<file path="src/sv/blt_pkg.sv">
// ----------------------------------------------------------------------------
// blt_pkg
// Shared codes and defaults for the bounded list table core.
// ----------------------------------------------------------------------------
package blt_pkg;

	localparam int DEPTH_DEFAULT = 16;
	localparam int WIDTH_DEFAULT = 32;

	localparam logic [4:0] CAP_RESET = 5'd16;

	typedef enum logic [1:0] {
		ACT_APPEND = 2'd0,
		ACT_READ   = 2'd1,
		ACT_SEARCH = 2'd2,
		ACT_DELETE = 2'd3
	} blt_action_t;

	typedef enum logic [1:0] {
		STAT_OK        = 2'd0,
		STAT_OVERFLOW  = 2'd1,
		STAT_BAD_INDEX = 2'd2,
		STAT_NOT_FOUND = 2'd3
	} blt_status_t;

endpackage

</file>
<file path="src/sv/bounded_list_table_core.sv">
// ----------------------------------------------------------------------------
// bounded_list_table_core
// Packed list of words in one synchronous memory: append, read at index,
// linear search and delete with shift-down.
// ----------------------------------------------------------------------------
//
//  channel   direction  handshake              payload
//  cfg       in         cfg_valid / cfg_ready  cfg_data (capacity in use)
//  in        in         in_valid / in_stall    action, value, index
//  out       out        out_valid / out_stall  status, data, position, count
//
// one item at a time; the scan reads one entry per cycle from the single
// memory read port and the shift of a delete carries on from the matching
// slot.
// the result sits in an output register, so the next item is taken while
// a result is still stalled; its own result then waits in finish until the
// register is free.
// reset clears the entry count; slots at or above the count read as zero.
// config writes are taken only while no item is in progress.
module bounded_list_table_core
	import blt_pkg::*;
#(
	parameter int DEPTH = DEPTH_DEFAULT,
	parameter int WIDTH = WIDTH_DEFAULT
) (
	input  logic        clk,
	input  logic        arst_n,
	input  logic        cfg_valid,
	output logic        cfg_ready,
	input  logic [4:0]  cfg_data,
	input  logic        in_valid,
	output logic        in_stall,
	input  logic [1:0]  action,
	input  logic [31:0] value,
	input  logic [3:0]  index,
	output logic        out_valid,
	input  logic        out_stall,
	output logic [1:0]  status,
	output logic [31:0] data,
	output logic [3:0]  position,
	output logic [4:0]  count
);

	localparam int AW = (DEPTH > 1) ? $clog2(DEPTH) : 1;
	localparam int CW = $clog2(DEPTH + 1);

	typedef enum logic [2:0] {
		ST_IDLE,
		ST_RDWAIT,
		ST_SCAN,
		ST_SHIFT,
		ST_FINISH
	} state_t;

	state_t            state_q;
	blt_action_t       act_q;
	logic [WIDTH-1:0]  word_q;
	logic [3:0]        idx_q;
	logic [AW-1:0]     ptr_q;
	logic [CW-1:0]     count_q;
	logic [4:0]        cap_q;
	logic [CW-1:0]     cap_eff;
	blt_status_t       res_status_q;
	logic [31:0]       res_data_q;
	logic [3:0]        res_pos_q;
	logic              out_valid_q;
	logic [1:0]        out_status_q;
	logic [31:0]       out_data_q;
	logic [3:0]        out_pos_q;
	logic [4:0]        out_count_q;

	logic [WIDTH-1:0]  mem [DEPTH];
	logic [WIDTH-1:0]  rdata_q;
	logic [AW-1:0]     rd_addr;
	logic              wr_en;
	logic [AW-1:0]     wr_addr;
	logic [WIDTH-1:0]  wr_data;
	logic              take_in;
	logic              has_room;
	logic              next_in_list;

	// zero acts as one, anything above the built depth as the depth
	always_comb begin
		if (cap_q == 5'd0)
			cap_eff = CW'(1);
		else if (int'(cap_q) > DEPTH)
			cap_eff = CW'(DEPTH);
		else
			cap_eff = CW'(cap_q);
	end

	assign take_in      = in_valid && (state_q == ST_IDLE);
	assign has_room     = (count_q < cap_eff);
	assign next_in_list = (int'(ptr_q) + 1 < int'(count_q));

	assign in_stall  = (state_q != ST_IDLE);
	assign cfg_ready = (state_q == ST_IDLE);
	assign out_valid = out_valid_q;
	assign status    = out_status_q;
	assign data      = out_data_q;
	assign position  = out_pos_q;
	assign count     = out_count_q;

	// the scan and the shift always fetch the entry after the current one
	always_comb begin
		case (state_q)
			ST_IDLE:  rd_addr = (action == ACT_READ) ? AW'(index) : '0;
			ST_SCAN,
			ST_SHIFT: rd_addr = ptr_q + 1'b1;
			default:  rd_addr = '0;
		endcase
	end

	// shift writes the entry just read one slot down
	always_comb begin
		wr_en   = 1'b0;
		wr_addr = AW'(count_q);
		wr_data = WIDTH'(value);
		if (take_in && (action == ACT_APPEND) && has_room) begin
			wr_en = 1'b1;
		end else if (state_q == ST_SHIFT) begin
			wr_en   = 1'b1;
			wr_addr = ptr_q - 1'b1;
			wr_data = rdata_q;
		end
	end

	always_ff @(posedge clk) begin
		if (wr_en)
			mem[wr_addr] <= wr_data;
	end

	always_ff @(posedge clk) begin
		rdata_q <= mem[rd_addr];
	end

	always_ff @(posedge clk or negedge arst_n) begin
		if (!arst_n) begin
			state_q      <= ST_IDLE;
			count_q      <= '0;
			cap_q        <= CAP_RESET;
			out_valid_q  <= 1'b0;
			act_q        <= ACT_APPEND;
			word_q       <= '0;
			idx_q        <= '0;
			ptr_q        <= '0;
			res_status_q <= STAT_OK;
			res_data_q   <= '0;
			res_pos_q    <= '0;
			out_status_q <= '0;
			out_data_q   <= '0;
			out_pos_q    <= '0;
			out_count_q  <= '0;
		end else begin
			if (cfg_valid && cfg_ready)
				cap_q <= cfg_data;
			if (out_valid_q && !out_stall)
				out_valid_q <= 1'b0;

			case (state_q)
				ST_IDLE: begin
					if (in_valid) begin
						act_q        <= blt_action_t'(action);
						word_q       <= WIDTH'(value);
						idx_q        <= index;
						ptr_q        <= '0;
						res_status_q <= STAT_OK;
						res_data_q   <= '0;
						res_pos_q    <= '0;
						case (action)
							ACT_APPEND: begin
								if (has_room)
									count_q <= count_q + 1'b1;
								else
									res_status_q <= STAT_OVERFLOW;
								state_q <= ST_FINISH;
							end
							ACT_READ: begin
								if (int'(index) >= int'(cap_eff)) begin
									res_status_q <= STAT_BAD_INDEX;
									state_q      <= ST_FINISH;
								end else begin
									state_q <= ST_RDWAIT;
								end
							end
							default: begin
								if (count_q == '0) begin
									res_status_q <= STAT_NOT_FOUND;
									state_q      <= ST_FINISH;
								end else begin
									state_q <= ST_SCAN;
								end
							end
						endcase
					end
				end
				ST_RDWAIT: begin
					// slots past the count hold stale words and read as zero
					if (int'(idx_q) < int'(count_q))
						res_data_q <= 32'(rdata_q);
					state_q <= ST_FINISH;
				end
				ST_SCAN: begin
					if (rdata_q == word_q) begin
						res_pos_q <= 4'(ptr_q);
						if (act_q == ACT_SEARCH) begin
							state_q <= ST_FINISH;
						end else if (next_in_list) begin
							ptr_q   <= ptr_q + 1'b1;
							state_q <= ST_SHIFT;
						end else begin
							count_q <= count_q - 1'b1;
							state_q <= ST_FINISH;
						end
					end else if (next_in_list) begin
						ptr_q <= ptr_q + 1'b1;
					end else begin
						res_status_q <= STAT_NOT_FOUND;
						state_q      <= ST_FINISH;
					end
				end
				ST_SHIFT: begin
					if (next_in_list) begin
						ptr_q <= ptr_q + 1'b1;
					end else begin
						count_q <= count_q - 1'b1;
						state_q <= ST_FINISH;
					end
				end
				ST_FINISH: begin
					if (!out_valid_q || !out_stall) begin
						out_valid_q  <= 1'b1;
						out_status_q <= res_status_q;
						out_data_q   <= res_data_q;
						out_pos_q    <= res_pos_q;
						out_count_q  <= 5'(count_q);
						state_q      <= ST_IDLE;
					end
				end
				default: begin
					state_q <= ST_IDLE;
				end
			endcase
		end
	end

	a_count_bound: assert property (@(posedge clk) disable iff (!arst_n)
		int'(count_q) <= DEPTH)
		else $error("entry count beyond depth");

	a_result_from_finish: assert property (@(posedge clk) disable iff (!arst_n)
		$rose(out_valid_q) |-> $past(state_q == ST_FINISH))
		else $error("result loaded outside finish");

	a_append_grows: assert property (@(posedge clk) disable iff (!arst_n)
		(take_in && (action == ACT_APPEND) && has_room)
		|=> (count_q == $past(count_q) + 1'b1))
		else $error("append did not grow the list");

	a_shift_in_list: assert property (@(posedge clk) disable iff (!arst_n)
		(state_q == ST_SHIFT) |-> ((ptr_q != '0) && (int'(ptr_q) < int'(count_q))))
		else $error("shift pointer outside stored entries");

endmodule
</file>
<file path="config.mk">
export PLATFORM = sky130hd
export DESIGN_NAME = bounded_list_table_core
export DESIGN_NICKNAME = d
export VERILOG_FILES = /design/src/sv/blt_pkg.sv /design/src/sv/bounded_list_table_core.sv
export SDC_FILE = /design/constraint.sdc
export NUM_CORES = 1
export LEC_CHECK = 0
export BUFFER_PORTS_ARGS = -buffer_cell sky130_fd_sc_hd__buf_2
export CORE_MARGIN = 2
export CORE_UTILIZATION = 43
export DETAILED_ROUTE_END_ITERATION = 8
export GPL_TIMING_DRIVEN = 0
export PLACE_DENSITY = 0.6
export SYNTH_ARGS = -nofsm -noshare
export SYNTH_HDL_FRONTEND = slang
export SYNTH_SLANG_ARGS = --single-unit
</file>
<file path="constraint.sdc">
create_clock -name clk -period 5.6 [get_ports clk]
set_input_delay 0.56 -clock clk [delete_from_list [all_inputs] [get_ports clk]]
set_output_delay 0.56 -clock clk [all_outputs]
set_load 0.005 [all_outputs]
</file>
==> results.rst <==
.. list-table::
   :header-rows: 1

   * - Metric
     - Value
   * - Status
     - finished clean
   * - Worst-margin pin slew
     - 1.34 ns
   * - # DRC
     - 0
   * - H-tree lvl count
     - 3
   * - Number of non-filler instances in the completed layout
     - 2601
   * - Slowest stage cell on the critical path
     - sky130_fd_sc_hd__nor3_2
   * - Placed Instances
     - 2467
   * - Static leakage
     - 11.6 nW
   * - Final GP Congestion
     - 0.835
   * - Ratio of cells with drive above 1 in the final layout
     - 26.4%
   * - Total global routing track utilization
     - 22.1%
   * - Pre-Repair DR Iteration Count
     - 5
   * - Clock latency reported for the late side of the worst-skew pair
     - 0.61 ns
   * - Hold violation total from the final report
     - 0
   * - Ratio of total power to cell area
     - 470 nW/um^2
   * - Average wire length per cell after detail routing
     - 26.6 um
   * - Clock buffers created by TritonCTS
     - 71
   * - Netlist area before placement
     - 26600 um^2
   * - Leading post-synthesis cells by instance count
     - sky130_fd_sc_hd__edfxtp_1, sky130_fd_sc_hd__nand2_1, sky130_fd_sc_hd__dfrtp_1, sky130_fd_sc_hd__mux4_2, sky130_fd_sc_hd__a22oi_1
   * - Synthesized area per cell
     - 17.5 um^2
   * - Floorplan Core Area
     - 61400 um^2
   * - CTS tree
     - yes
   * - Detail Route Antenna Nets
     - 0
   * - Number of instances in the synthesized netlist
     - 1516
   * - Crit path kind
     - reg2reg
   * - Post-synthesis sequential area ratio
     - 73.2%
   * - Worst min-delay path category
     - in2reg
   * - Via-per-instance ratio
     - 5.69
   * - Total Nets Final
     - 1820
   * - Antenna violations before repair
     - 0
   * - Buffer depth of the longest clock path
     - 3
   * - Share of Yosys cell area claimed by the top area cell type
     - 57.8%
   * - Full die area
     - 63800 um^2
   * - IO Count
     - 94
   * - Top fanout value on the critical path
     - 8
   * - Chip Height
     - 253 um
   * - Area delta synth->final
     - 17.5%
   * - Post-CTS resize count
     - 0
   * - Hold slack final
     - 0.175 ns
   * - Setup TNS Final
     - 0 ns
   * - Post-route clock period utilization
     - 73.3%
   * - Critical path startpoint category
     - register
   * - Sum of overflow across all layers after global routing
     - 0
   * - Critical path data required time
     - 5.91 ns
   * - Wire length of the first global-routing pass
     - 101000 um
   * - Pin count of the biggest net entering global routing
     - 74
   * - Min cycle time layout
     - 4.11 ns
   * - Most common flop cell mapped by yosys
     - sky130_fd_sc_hd__edfxtp_1
   * - Via count
     - 14800
   * - Starting Density
     - 43.3%
   * - Critical path cell sequence
     - inv_1 -> nand2_1 -> ha_1 -> a21oi_1 -> o21ai_0 -> a211oi_1 -> a32oi_1 -> nor3_2 -> buf_8 -> buf_8 -> buf_6
   * - Die span in x
     - 253 um
   * - Pre-CTS setup slack
     - 1.65 ns
   * - Post-Synthesis Net Count
     - 1585
   * - Number of enable flip-flop cells after synthesis
     - 512
   * - Clock tree root buffer cell
     - sky130_fd_sc_hd__clkbuf_16
   * - Post-CTS Setup Repair Bufs
     - 0
   * - Worst slew margin relative to its limit
     - 9.54%
   * - Most numerous cell in the Yosys netlist
     - sky130_fd_sc_hd__edfxtp_1
   * - Worst Skew
     - 0.0265 ns
   * - Final count of negative-setup-slack endpoints
     - 0
   * - 1st-iter DRT viols
     - 1622
   * - Post-route worst setup slack
     - 1.49 ns
   * - Post-DP HPWL
     - 48100 um
   * - Setup repair after global routing missed its margin
     - no
   * - Number of cell rows
     - 91
   * - CTS sink count
     - 681
   * - Pins Over Slew Limit
     - 0
   * - Slowest stage delay, CP
     - 0.79 ns
   * - CP Data Arrival Time
     - 4.42 ns
   * - Most Frequent Cell on Critical Path
     - sky130_fd_sc_hd__buf_8
   * - Number of distinct standard cells referenced by the synthesized netlist
     - 57
   * - Post-synth top area cell
     - sky130_fd_sc_hd__edfxtp_1
   * - Cell types occupying the most area after synthesis
     - sky130_fd_sc_hd__edfxtp_1, sky130_fd_sc_hd__dfrtp_1, sky130_fd_sc_hd__mux4_2, sky130_fd_sc_hd__nand2_1, sky130_fd_sc_hd__dfxtp_1
   * - Max-cap check violation count
     - 0
   * - Vias in the first global route
     - 14700
   * - Wire length reported by the detailed router
     - 69200 um
   * - Proportion of register bits with asynchronous set or reset after synthesis
     - 20.1%
   * - # fillers
     - 4962
   * - Largest voltage drop on the vdd net
     - 242 uV
   * - Timing-limited maximum frequency
     - 243 MHz
   * - Warning count from the yosys run
     - 0
   * - Clock-pin transition on the worst setup and hold timing paths
     - 0.06 ns
   * - Kind of end point of the critical path
     - register
   * - Flip-flop and latch count after synthesis
     - 681
   * - Number of buffers inserted by port buffering
     - 93
## layout make-up
type | count | area, um^2 | share of cell area (%)
timing repair buffer | 162 | 1310 | 4.20
tap | 790 | 988 | 3.16
clock buffer | 101 | 2010 | 6.45
inverter | 16 | 61.3 | 0.196
sequential | 681 | 19400 | 62.2
clock inverter | 31 | 258 | 0.825
antenna | 1 | 2.50 | 0.00801
multi-input combinational | 740 | 6770 | 21.7
buffer | 79 | 393 | 1.26
## routing by layer
metal | global-route usage (%) | part of all wire [%] | vias to the layer above
li1 | - | - | 6350
met1 | 30.8 | 42 | 7731
met2 | 34.6 | 47 | 636
met3 | 5.28 | 8.7 | 90
met4 | 6.83 | 2.3 | 0
met5 | 0 | 0 | -
## worst max-delay path, delay by kind of cell, from the launching register on
kind	cells	cell delay, ns
compound gates	4	1.44
flops	1	0.54
fa+ha+maj	1	0.24
simple gates	2	0.90
buf+inv	4	0.69
## registers in the layout, summed over array words and instances (netlist names), 3 cells and up
| name | flops |
|---|---|
| cap_q | 5 |
| ptr_q | 4 |
| idx_q | 4 |
| data | 32 |
| count | 5 |
| count_q | 5 |
| res_pos_q | 4 |
| position | 4 |
| word_q | 32 |
| res_data_q | 32 |
| rdata_q | 32 |
| state_q | 3 |
| mem | 512 |
## worst paths after layout
kind                                start            end  slack, ns  cells past startpoint
min in group asynchronous          arst_n       cap_q[3]       0.52                      2
worst min register to register   act_q[0]       act_q[0]       0.48                      2
worst min-delay path            value[21]     word_q[21]       0.18                      3
max in group asynchronous          arst_n  res_data_q[1]       4.25                      3
worst max-delay path             cap_q[4]     mem[2][23]       1.49                     11
worst max register to register   cap_q[4]     mem[2][23]       1.49                     11
## placed cells by master, fill, tap and decap left out, drive strengths merged, types with 3 or more instances in the layout
master and count:
inv 18, nand3 5, a22oi 65, bufinv 4, nand2b 4, xor2 4
dfrtp 136, and2 5, edfxtp 512, mux2i 7, nand4 9, a32oi 3
a21oi 16, dfxtp 32, o21ai 12, a22o 32, ha 20, mux4 128
o21a 5, a211oi 3, buf 199, nor3 21, mux2 48, xnor2 37
nor2 13, a21o 5, nand2 266, clkinv 23, clkbuf 142, nor2b 3
## repair_timing
item,4_1_cts,5_1_grt
setup endpoints to repair,0,0
hold buffers,1,0
endpoints found under the hold margin,53,0
## metrics by stage
stage / area [um^2] / utilization, % / power, mW
after floorplan: 26600 / - / 8.80
after global placement: 28000 / 45.7 / 10.0
after detailed placement: 29000 / 47.2 / 10.2
after CTS: 31200 / 50.9 / 14.8
after global routing: 31200 / 50.9 / 15.3
final: 31200 / 50.9 / 14.7
## logic make-up after synthesis
logic type,after synthesis,share of synthesized area [%]
mux,183,13.1
simple gates,337,5.22
buf+inv,95,1.71
compound gates,158,4.41
flops,681,73.2
fa+ha+maj,21,1.02
xor+xnor,41,1.35
## report_power, final
| group | internal, mW | leakage (nW) | switching [mW] | total (mW) |
|---|---|---|---|---|
| Combinational | 1.50 | 3.81 | 1.97 | 3.47 |
| Clock | 2.70 | 1.11 | 1.93 | 4.63 |
| Sequential | 6.10 | 6.66 | 0.492 | 6.59 |
Power figures use the tool's default switching activity.
